File: src/rtl/core/sle_pkg.sv
package sle_pkg;

  localparam int CAPACITY = 32;
  localparam int ADDR_W   = $clog2(CAPACITY);
  localparam int LEN_W    = 6;
  localparam int WORD_W   = 32;
  localparam int CMD_W    = 3;
  localparam int ST_W     = 2;
  localparam int IN_W     = 48;
  localparam int OUT_W    = 48;

  typedef enum logic [CMD_W-1:0] {
    CMD_APPEND = 3'd0,
    CMD_DROP   = 3'd1,
    CMD_INSERT = 3'd2,
    CMD_ERASE  = 3'd3,
    CMD_FIND   = 3'd4,
    CMD_DUMP   = 3'd5
  } cmd_t;

  typedef enum logic [ST_W-1:0] {
    ST_OK      = 2'd0,
    ST_RANGE   = 2'd1,
    ST_FULL    = 2'd2,
    ST_MISSING = 2'd3
  } status_t;

  typedef struct packed {
    logic            load_in;
    logic            init_walk;
    logic            rd_en;
    logic            step;
    logic            shift_wr;
    logic            put_wr;
    logic            cnt_inc;
    logic            cnt_dec;
    logic            find_hit;
    logic            emit_dump;
    logic            emit_final;
    status_t         st;
  } sle_ctl_t;

  typedef struct packed {
    logic [CMD_W-1:0] cmd;
    logic             full;
    logic             empty;
    logic             pos_gt_cnt;
    logic             pos_ge_cnt;
    logic             walk_done;
    logic             match;
    logic             out_free;
  } sle_stat_t;

endpackage

File: src/rtl/core/sle_ram.sv
module sle_ram #(
  parameter int WIDTH = 32,
  parameter int DEPTH = 32
) (
  input  logic                     clk,
  input  logic                     we,
  input  logic [$clog2(DEPTH)-1:0] waddr,
  input  logic [WIDTH-1:0]         wdata,
  input  logic                     re,
  input  logic [$clog2(DEPTH)-1:0] raddr,
  output logic [WIDTH-1:0]         rdata
);

  logic [WIDTH-1:0] mem [DEPTH];
  logic [WIDTH-1:0] rdata_r;

  always_ff @(posedge clk) begin
    if (we) begin
      mem[waddr] <= wdata;
    end
    if (re) begin
      rdata_r <= mem[raddr];
    end
  end

  assign rdata = rdata_r;

endmodule

File: src/rtl/core/sle_ctrl.sv
module sle_ctrl
  import sle_pkg::*;
(
  input  logic      clk,
  input  logic      rst_n,
  input  logic      in_tvalid,
  output logic      in_tready,
  input  sle_stat_t stat,
  output sle_ctl_t  ctl
);

  typedef enum logic [2:0] {
    S_IDLE,
    S_DECODE,
    S_WALK,
    S_USE,
    S_FIN
  } state_t;

  state_t  state_r, state_nxt;
  status_t st_r, st_nxt;

  assign in_tready = (state_r == S_IDLE);

  always_comb begin
    state_nxt = state_r;
    st_nxt    = st_r;
    ctl       = '0;
    ctl.st    = st_r;
    unique case (state_r)
      S_IDLE: begin
        if (in_tvalid) begin
          ctl.load_in = 1'b1;
          state_nxt   = S_DECODE;
        end
      end
      S_DECODE: begin
        state_nxt = S_FIN;
        st_nxt    = ST_OK;
        case (stat.cmd)
          CMD_APPEND: begin
            if (stat.full) begin
              st_nxt = ST_FULL;
            end else begin
              ctl.put_wr  = 1'b1;
              ctl.cnt_inc = 1'b1;
            end
          end
          CMD_DROP: begin
            ctl.cnt_dec = !stat.empty;
          end
          CMD_INSERT: begin
            priority if (stat.pos_gt_cnt) begin
              st_nxt = ST_RANGE;
            end else if (stat.full) begin
              st_nxt = ST_FULL;
            end else begin
              ctl.init_walk = 1'b1;
              state_nxt     = S_WALK;
            end
          end
          CMD_ERASE: begin
            if (stat.pos_ge_cnt) begin
              st_nxt = ST_RANGE;
            end else begin
              ctl.init_walk = 1'b1;
              state_nxt     = S_WALK;
            end
          end
          CMD_FIND, CMD_DUMP: begin
            ctl.init_walk = 1'b1;
            state_nxt     = S_WALK;
          end
          default: begin
            st_nxt = ST_OK;
          end
        endcase
      end
      S_WALK: begin
        if (stat.walk_done) begin
          state_nxt = S_FIN;
          case (stat.cmd)
            CMD_INSERT: begin
              ctl.put_wr  = 1'b1;
              ctl.cnt_inc = 1'b1;
            end
            CMD_ERASE: begin
              ctl.cnt_dec = 1'b1;
            end
            CMD_FIND: begin
              st_nxt = ST_MISSING;
            end
            default: begin
              state_nxt = S_IDLE;
            end
          endcase
        end else begin
          ctl.rd_en = 1'b1;
          state_nxt = S_USE;
        end
      end
      S_USE: begin
        case (stat.cmd)
          CMD_FIND: begin
            if (stat.match) begin
              ctl.find_hit = 1'b1;
              state_nxt    = S_FIN;
            end else begin
              ctl.step  = 1'b1;
              state_nxt = S_WALK;
            end
          end
          CMD_DUMP: begin
            if (stat.out_free) begin
              ctl.emit_dump = 1'b1;
              ctl.step      = 1'b1;
              state_nxt     = S_WALK;
            end
          end
          default: begin
            ctl.shift_wr = 1'b1;
            ctl.step     = 1'b1;
            state_nxt    = S_WALK;
          end
        endcase
      end
      S_FIN: begin
        if (stat.out_free) begin
          ctl.emit_final = 1'b1;
          state_nxt      = S_IDLE;
        end
      end
      default: begin
        state_nxt = S_IDLE;
      end
    endcase
  end

  always_ff @(posedge clk) begin
    if (!rst_n) begin
      state_r <= S_IDLE;
      st_r    <= ST_OK;
    end else begin
      state_r <= state_nxt;
      st_r    <= st_nxt;
    end
  end

  a_emit_needs_slot: assert property (@(posedge clk) disable iff (!rst_n)
    (ctl.emit_dump || ctl.emit_final) |-> stat.out_free)
    else $error("result loaded while output register is occupied");

  a_accept_only_idle: assert property (@(posedge clk) disable iff (!rst_n)
    ctl.load_in |=> (state_r == S_DECODE))
    else $error("accepted word not decoded next cycle");

  a_write_exclusive: assert property (@(posedge clk) disable iff (!rst_n)
    !(ctl.shift_wr && ctl.put_wr))
    else $error("shift and put write in the same cycle");

endmodule

File: src/rtl/core/sle_dpath.sv
module sle_dpath
  import sle_pkg::*;
(
  input  logic             clk,
  input  logic             rst_n,
  input  logic [IN_W-1:0]  in_tdata,
  input  sle_ctl_t         ctl,
  output sle_stat_t        stat,
  output logic             out_tvalid,
  input  logic             out_tready,
  output logic [OUT_W-1:0] out_tdata,
  output logic             out_tlast
);

  logic [CMD_W-1:0]  cmd_r;
  logic [LEN_W-1:0]  pos_r;
  logic [WORD_W-1:0] val_r;
  logic [LEN_W-1:0]  count_r, count_nxt;
  logic [LEN_W-1:0]  ptr_r, ptr_nxt;
  logic [ADDR_W-1:0] hit_idx_r;

  logic              out_valid_r;
  logic [ST_W-1:0]   out_status_r;
  logic [ADDR_W-1:0] out_index_r;
  logic [WORD_W-1:0] out_element_r;
  logic [LEN_W-1:0]  out_length_r;
  logic              out_last_r;

  logic              ram_we;
  logic [ADDR_W-1:0] ram_waddr;
  logic [WORD_W-1:0] ram_wdata;
  logic [LEN_W-1:0]  raddr_full;
  logic [WORD_W-1:0] ram_rdata;
  logic [ADDR_W-1:0] put_addr;
  logic [LEN_W:0]    ptr_plus1;
  logic              dump_last;

  assign ptr_plus1 = {1'b0, ptr_r} + (LEN_W+1)'(1);
  assign dump_last = (ptr_plus1 == {1'b0, count_r});

  always_comb begin
    case (cmd_r)
      CMD_INSERT: raddr_full = ptr_r - LEN_W'(1);
      CMD_ERASE:  raddr_full = ptr_r + LEN_W'(1);
      default:    raddr_full = ptr_r;
    endcase
  end

  assign put_addr  = (cmd_r == CMD_APPEND) ? count_r[ADDR_W-1:0] : pos_r[ADDR_W-1:0];
  assign ram_we    = ctl.shift_wr || ctl.put_wr;
  assign ram_waddr = ctl.put_wr ? put_addr : ptr_r[ADDR_W-1:0];
  assign ram_wdata = ctl.put_wr ? val_r : ram_rdata;

  sle_ram #(
    .WIDTH (WORD_W),
    .DEPTH (CAPACITY)
  ) u_ram (
    .clk   (clk),
    .we    (ram_we),
    .waddr (ram_waddr),
    .wdata (ram_wdata),
    .re    (ctl.rd_en),
    .raddr (raddr_full[ADDR_W-1:0]),
    .rdata (ram_rdata)
  );

  always_comb begin
    stat.cmd        = cmd_r;
    stat.full       = (count_r == LEN_W'(CAPACITY));
    stat.empty      = (count_r == '0);
    stat.pos_gt_cnt = (pos_r > count_r);
    stat.pos_ge_cnt = (pos_r >= count_r);
    stat.match      = (ram_rdata == val_r);
    stat.out_free   = !out_valid_r || out_tready;
    case (cmd_r)
      CMD_INSERT:         stat.walk_done = (ptr_r == pos_r);
      CMD_ERASE:          stat.walk_done = (ptr_plus1 >= {1'b0, count_r});
      CMD_FIND, CMD_DUMP: stat.walk_done = (ptr_r >= count_r);
      default:            stat.walk_done = 1'b1;
    endcase
  end

  always_comb begin
    count_nxt = count_r;
    if (ctl.cnt_inc) begin
      count_nxt = count_r + LEN_W'(1);
    end else if (ctl.cnt_dec) begin
      count_nxt = count_r - LEN_W'(1);
    end
  end

  always_comb begin
    ptr_nxt = ptr_r;
    if (ctl.init_walk) begin
      case (cmd_r)
        CMD_INSERT: ptr_nxt = count_r;
        CMD_ERASE:  ptr_nxt = pos_r;
        default:    ptr_nxt = '0;
      endcase
    end else if (ctl.step) begin
      ptr_nxt = (cmd_r == CMD_INSERT) ? ptr_r - LEN_W'(1) : ptr_r + LEN_W'(1);
    end
  end

  always_ff @(posedge clk) begin
    if (!rst_n) begin
      count_r     <= '0;
      out_valid_r <= 1'b0;
    end else begin
      count_r <= count_nxt;
      if (ctl.emit_dump || ctl.emit_final) begin
        out_valid_r <= 1'b1;
      end else if (out_tready) begin
        out_valid_r <= 1'b0;
      end
    end
  end

  always_ff @(posedge clk) begin
    ptr_r <= ptr_nxt;
    if (ctl.load_in) begin
      cmd_r     <= in_tdata[CMD_W-1:0];
      pos_r     <= in_tdata[CMD_W +: LEN_W];
      val_r     <= in_tdata[CMD_W+LEN_W +: WORD_W];
      hit_idx_r <= '0;
    end else if (ctl.find_hit) begin
      hit_idx_r <= ptr_r[ADDR_W-1:0];
    end
    if (ctl.emit_dump) begin
      out_status_r  <= ST_OK;
      out_index_r   <= ptr_r[ADDR_W-1:0];
      out_element_r <= ram_rdata;
      out_length_r  <= count_r;
      out_last_r    <= dump_last;
    end else if (ctl.emit_final) begin
      out_status_r  <= ctl.st;
      out_index_r   <= hit_idx_r;
      out_element_r <= '0;
      out_length_r  <= count_r;
      out_last_r    <= 1'b1;
    end
  end

  assign out_tvalid = out_valid_r;
  assign out_tlast  = out_last_r;
  assign out_tdata  = {{(OUT_W-ST_W-ADDR_W-WORD_W-LEN_W){1'b0}},
                       out_length_r, out_element_r, out_index_r, out_status_r};

  a_count_bound: assert property (@(posedge clk) disable iff (!rst_n)
    count_r <= LEN_W'(CAPACITY))
    else $error("length beyond capacity");

  a_inc_not_full: assert property (@(posedge clk) disable iff (!rst_n)
    ctl.cnt_inc |-> !stat.full)
    else $error("length raised on a full list");

  a_dec_not_empty: assert property (@(posedge clk) disable iff (!rst_n)
    ctl.cnt_dec |-> !stat.empty)
    else $error("length lowered on an empty list");

endmodule

File: src/rtl/core/sequential_list_engine.sv
// Sequential list engine: an ordered list of up to 32 signed 32-bit words.
// Input channel (in_*): one word per command; tdata holds command, position
// and value. The engine takes a word only when idle, one command at a time.
// Result channel (out_*): status, index, element and length in tdata, with
// tlast on the final result of a command. Dump gives one result per entry
// (none for an empty list); every other command gives exactly one result.
// Append, drop last and unused codes give their result without a walk.
// Insert, erase, find and dump walk the store through one memory read port,
// reading each entry in a WALK state and using it in a USE state: insert
// visits length-position entries, erase length-position-1, find up to and
// including the match, dump all entries. The next word is taken only after
// the final result is loaded. A held-off receiver stalls a dump walk and the
// final result: the engine keeps one result in its output register and
// waits before loading the next.
// Reset (rst_n low, synchronous) empties the list and drops any pending
// result; the store itself is not cleared, since only written entries are read.
module sequential_list_engine
  import sle_pkg::*;
(
  input  logic             clk,
  input  logic             rst_n,
  input  logic             in_tvalid,
  output logic             in_tready,
  input  logic [IN_W-1:0]  in_tdata,   // command[2:0], position[8:3], value[40:9], zero
  output logic             out_tvalid,
  input  logic             out_tready,
  output logic [OUT_W-1:0] out_tdata,  // status[1:0], index[6:2], element[38:7],
                                       // length[44:39], zero
  output logic             out_tlast
);

  sle_ctl_t  ctl;
  sle_stat_t stat;

  sle_ctrl u_ctrl (
    .clk       (clk),
    .rst_n     (rst_n),
    .in_tvalid (in_tvalid),
    .in_tready (in_tready),
    .stat      (stat),
    .ctl       (ctl)
  );

  sle_dpath u_dpath (
    .clk        (clk),
    .rst_n      (rst_n),
    .in_tdata   (in_tdata),
    .ctl        (ctl),
    .stat       (stat),
    .out_tvalid (out_tvalid),
    .out_tready (out_tready),
    .out_tdata  (out_tdata),
    .out_tlast  (out_tlast)
  );

endmodule
File: config.mk
export PLATFORM = sky130hd
export DESIGN_NAME = sequential_list_engine
export DESIGN_NICKNAME = d
export VERILOG_FILES = /design/src/rtl/core/sle_pkg.sv /design/src/rtl/core/sle_ram.sv /design/src/rtl/core/sle_ctrl.sv /design/src/rtl/core/sle_dpath.sv /design/src/rtl/core/sequential_list_engine.sv
export SDC_FILE = /design/constraint.sdc
export NUM_CORES = 1
export LEC_CHECK = 0
export BUFFER_PORTS_ARGS = -buffer_cell sky130_fd_sc_hd__buf_2
export CAP_MARGIN = 10
export CORE_ASPECT_RATIO = 0.8
export CORE_MARGIN = 2
export CORE_UTILIZATION = 60
export CTS_CLUSTER_DIAMETER = 40
export DETAILED_ROUTE_END_ITERATION = 6
export PLACE_DENSITY_LB_ADDON = 0.3
export SLEW_MARGIN = 15
export SYNTH_ARGS = -nofsm -noshare
export SYNTH_HDL_FRONTEND = slang
export SYNTH_SLANG_ARGS = --single-unit
File: constraint.sdc
create_clock -name clk -period 5.62 [get_ports clk]
set_input_delay 1.124 -clock clk [delete_from_list [all_inputs] [get_ports clk]]
set_output_delay 1.124 -clock clk [all_outputs]
set_load 0.01 [all_outputs]
==> insert_results.sql <==
INSERT INTO impl_metrics (metric_group, metric, value, unit) VALUES
('timing', 'fmax', '225', 'MHz'),
('cts', 'tritoncts.num_buffers', '117', ''),
('global_route', 'grt_pass1_wl', '166000', 'microns'),
('setup_path', 'crit_path_end_kind', 'flip-flop', ''),
('synthesis', 'yosysTopAreaCell', 'edfxtp_1', ''),
('synthesis', 'synth-simple-area-share', '3.05', '%'),
('global_route', 'overflow', '0', ''),
('synthesis', 'post_synth_mux_area_share', '13.4', '%'),
('floorplan', 'std_cell_rows', '90', ''),
('setup_path', 'cpMostUsedCell', 'buf_4', ''),
('finish', 'postLayoutCoreUtil', '69.0', '%'),
('timing', 'max-slew-margin-rel', '16.9', '%'),
('finish', 'share_of_post_route_cells_with_drive_strength_above_1', '25.5', '%'),
('synthesis', 'flip_flop_and_latch_count_after_synthesis', '1166', ''),
('setup_path', 'critical_path_arrival', '4830', 'ps'),
('detailed_routing', 'wl_per_cell', '31.8', 'microns'),
('setup_path', 'cp_top_family', 'simple AND/OR/NAND/NOR gates', ''),
('finish', 'mostFrequentLayoutCells', 'edfxtp_1 (1147), mux4_2 (192), mux2i_1 (138)', ''),
('detailed_routing', 'dr.first_iter.drc_count', '3728', ''),
('setup_path', 'critical_path_class', 'flip-flop to flip-flop', ''),
('floorplan', 'fp.dieH', '251', 'microns'),
('timing', 'rsz0062_at_grt', 'no', ''),
('synthesis', 'synth_cell_types', '69', ''),
('cts', 'cts_hold_buffers', '0', ''),
('cts', 'clockBufferDepth', '3', ''),
('finish', 'regArea', '34800', 'sq um'),
('synthesis', 'synth-compound-area-share', '4.18', '%'),
('detailed_routing', 'route.final.wire_length', '115000', 'microns'),
('setup_path', 'worst_ep_required_time', '6000', 'ps'),
('cts', 'cts_sinks', '1166', ''),
('synthesis', 'post_synth_instance_area', '45900', 'sq um'),
('power', 'power_density', '350', 'nW/um^2'),
('power', 'vdd_ir_drop_max', '0.275', 'mV'),
('setup_path', 'slowest_stage', 'nor2_4', ''),
('synthesis', 'synth.yosys.warnings', '0', ''),
('timing', 'fin_tns_setup', '0', 'ps'),
('timing', 'skew', '32.3', 'ps'),
('global_route', 'grtUsageTotal', '29.7', '%'),
('cts', 'cts_tree', 'built', ''),
('setup_path', 'critical-path-max-stage-delay', '1010', 'ps'),
('finish', 'antennaDiodeCount', '0', ''),
('detailed_routing', 'first_pass_iters', '5', ''),
('synthesis', 'syn_area_per_cell', '19.8', 'sq um'),
('floorplan', 'core_area', '75600', 'sq um'),
('global_route', 'largest_net_degree_at_the_start_of_global_routing', '65', ''),
('finish', 'fillerInstances', '4590', ''),
('synthesis', 'ys_top_cells_by_area', 'edfxtp_1 (75%), mux4_2 (9.4%), mux2i_1 (3.0%)', ''),
('place', 'io_buf_count', '92', ''),
('run_status', 'run_status', 'finished clean', ''),
('timing', 'timing.final.crit_period', '4450', 'ps'),
('synthesis', 'post_synth_arst_share', '0', '%'),
('floorplan', 'effective_utilization_at_floorplan', '60.7', '%'),
('floorplan', 'io_pins', '103', ''),
('timing', 'timing.final.hold_violations', '0', ''),
('finish', 'nets', '2579', ''),
('power', 'p_leak', '17.0', 'nW'),
('detailed_routing', 'routed-via-count', '24196', ''),
('floorplan', 'die_area', '78700', 'sq um'),
('cts', 'htree_levels', '3', ''),
('finish', 'area_growth_syn_to_layout', '13.6', '%'),
('floorplan', 'fp.dieW', '313', 'microns'),
('synthesis', 'synth-edff-count', '1147', ''),
('synthesis', 'post_synth_inst_count', '2320', ''),
('synthesis', 'ys_seq_area_share', '75.9', '%'),
('synthesis', 'post_synth_xor_area_fraction', '1.09', '%'),
('cts', 'postCtsResizedCells', '0', ''),
('cts', 'cts_setup_buffers', '0', ''),
('timing', 'timing.final.max_slew_violations', '0', ''),
('global_route', 'grt_antenna_before_repair', '2', ''),
('detailed_routing', 'post_drt_via_cell_ratio', '6.69', ''),
('setup_path', 'critical_path.max_fanout', '23', '');
==> worst paths after layout <==
| kind | start | end | slack (ps) | depth (start not counted) |
|---|---|---|---|---|
| worst max-delay path | u_dpath.ptr_r[1] | u_dpath.u_ram.mem[16][14] | 1170 | 9 |
| worst min-delay path | u_dpath.count_r[5] | u_dpath.out_length_r[5] | 480 | 0 |
| worst max register to register | u_dpath.ptr_r[1] | u_dpath.u_ram.mem[16][14] | 1170 | 9 |
| worst min register to register | u_dpath.count_r[5] | u_dpath.out_length_r[5] | 480 | 0 |
==> flip-flops by register name, indices dropped and copies added (netlist names) <==
signal	cells
u_dpath.cmd_r	3
u_dpath.out_tvalid	1
u_dpath.out_element_r	32
u_dpath.count_r	6
u_dpath.out_index_r	5
u_dpath.out_length_r	6
u_dpath.out_status_r	2
u_dpath.u_ram.rdata	32
u_ctrl.state_r	3
u_dpath.ptr_r	6
u_ctrl.st_r	2
u_dpath.val_r	32
u_dpath.hit_idx_r	5
u_dpath.pos_r	6
u_dpath.out_tlast	1
u_dpath.u_ram.mem	1024
==> cells in the mapped netlist, drive strengths merged, types with 2 or more instances <==
library cell and count:
nand4 4, a31oi 45, nand2b 7, and3 36, nor4b 3, a211oi 33
a21o 5, o21ai 29, dfxtp 19, mux2i 139, a22oi 62, nand3 22
mux4 192, mux2 39, inv 15, nand2 61, nor4 12, ha 24
xnor2 15, o32ai 2, a21oi 22, nor2 63, o31ai 4, and2 36
o21a 4, nor3 17, buf 80, clkbuf 47, xor2 41, edfxtp 1147
nor2b 5, o22ai 65
==> cells by family (layout without fill, tap and decap cells) <==
family | after synthesis | in the layout
compound gates | 284 | 284
flops | 1166 | 1166
other cells | 1 | 3
simple gates | 275 | 275
buf+inv | 143 | 425
mux | 370 | 370
xor+xnor | 56 | 56
fa+ha+maj | 25 | 25
==> where the power goes <==
group / internal (mW) / leakage (nW) / total, mW / switching, mW
clock network: 4.35 / 1.86 / 7.71 / 3.35
registers: 9.52 / 10.5 / 9.58 / 0.0607
logic: 0.403 / 4.63 / 0.968 / 0.566
==> area by class of cell <==
class,count,area share (%)
Clock buffer,135,5.87
Clock inverter,86,1.50
Inverter,16,0.115
Multi-Input combinational cell,1013,20.5
Sequential cell,1166,66.8
Tap cell,1012,2.43
Timing Repair Buffer,188,2.79
==> layer usage <==
layer / GRT usage [%] / up-vias / part of all wire, %
met4: 9.31 / 0 / 3.0
met3: 6.86 / 212 / 11
li1: - / 9933 / -
met2: 45.3 / 1516 / 47
met1: 43.5 / 12535 / 39
met5: 0 / - / 0
==> metrics by stage <==
| stage | instance area (sq um) | hold WS, ps | worst slack, ps | total power, mW | std cells |
|---|---|---|---|---|---|
| floorplan | 45900 | 430 | 1440 | 10.4 | 2322 |
| global placement | 48300 | 451 | 1330 | 10.7 | 3395 |
| detailed placement | 48300 | 464 | 1250 | 10.7 | 3395 |
| CTS | 52100 | 479 | 1220 | 18.3 | 3616 |
| global route | 52100 | 504 | 952 | 18.7 | 3616 |
| finish | 52100 | 479 | 1170 | 18.3 | 3616 |
Power figures use the tool's default switching activity.
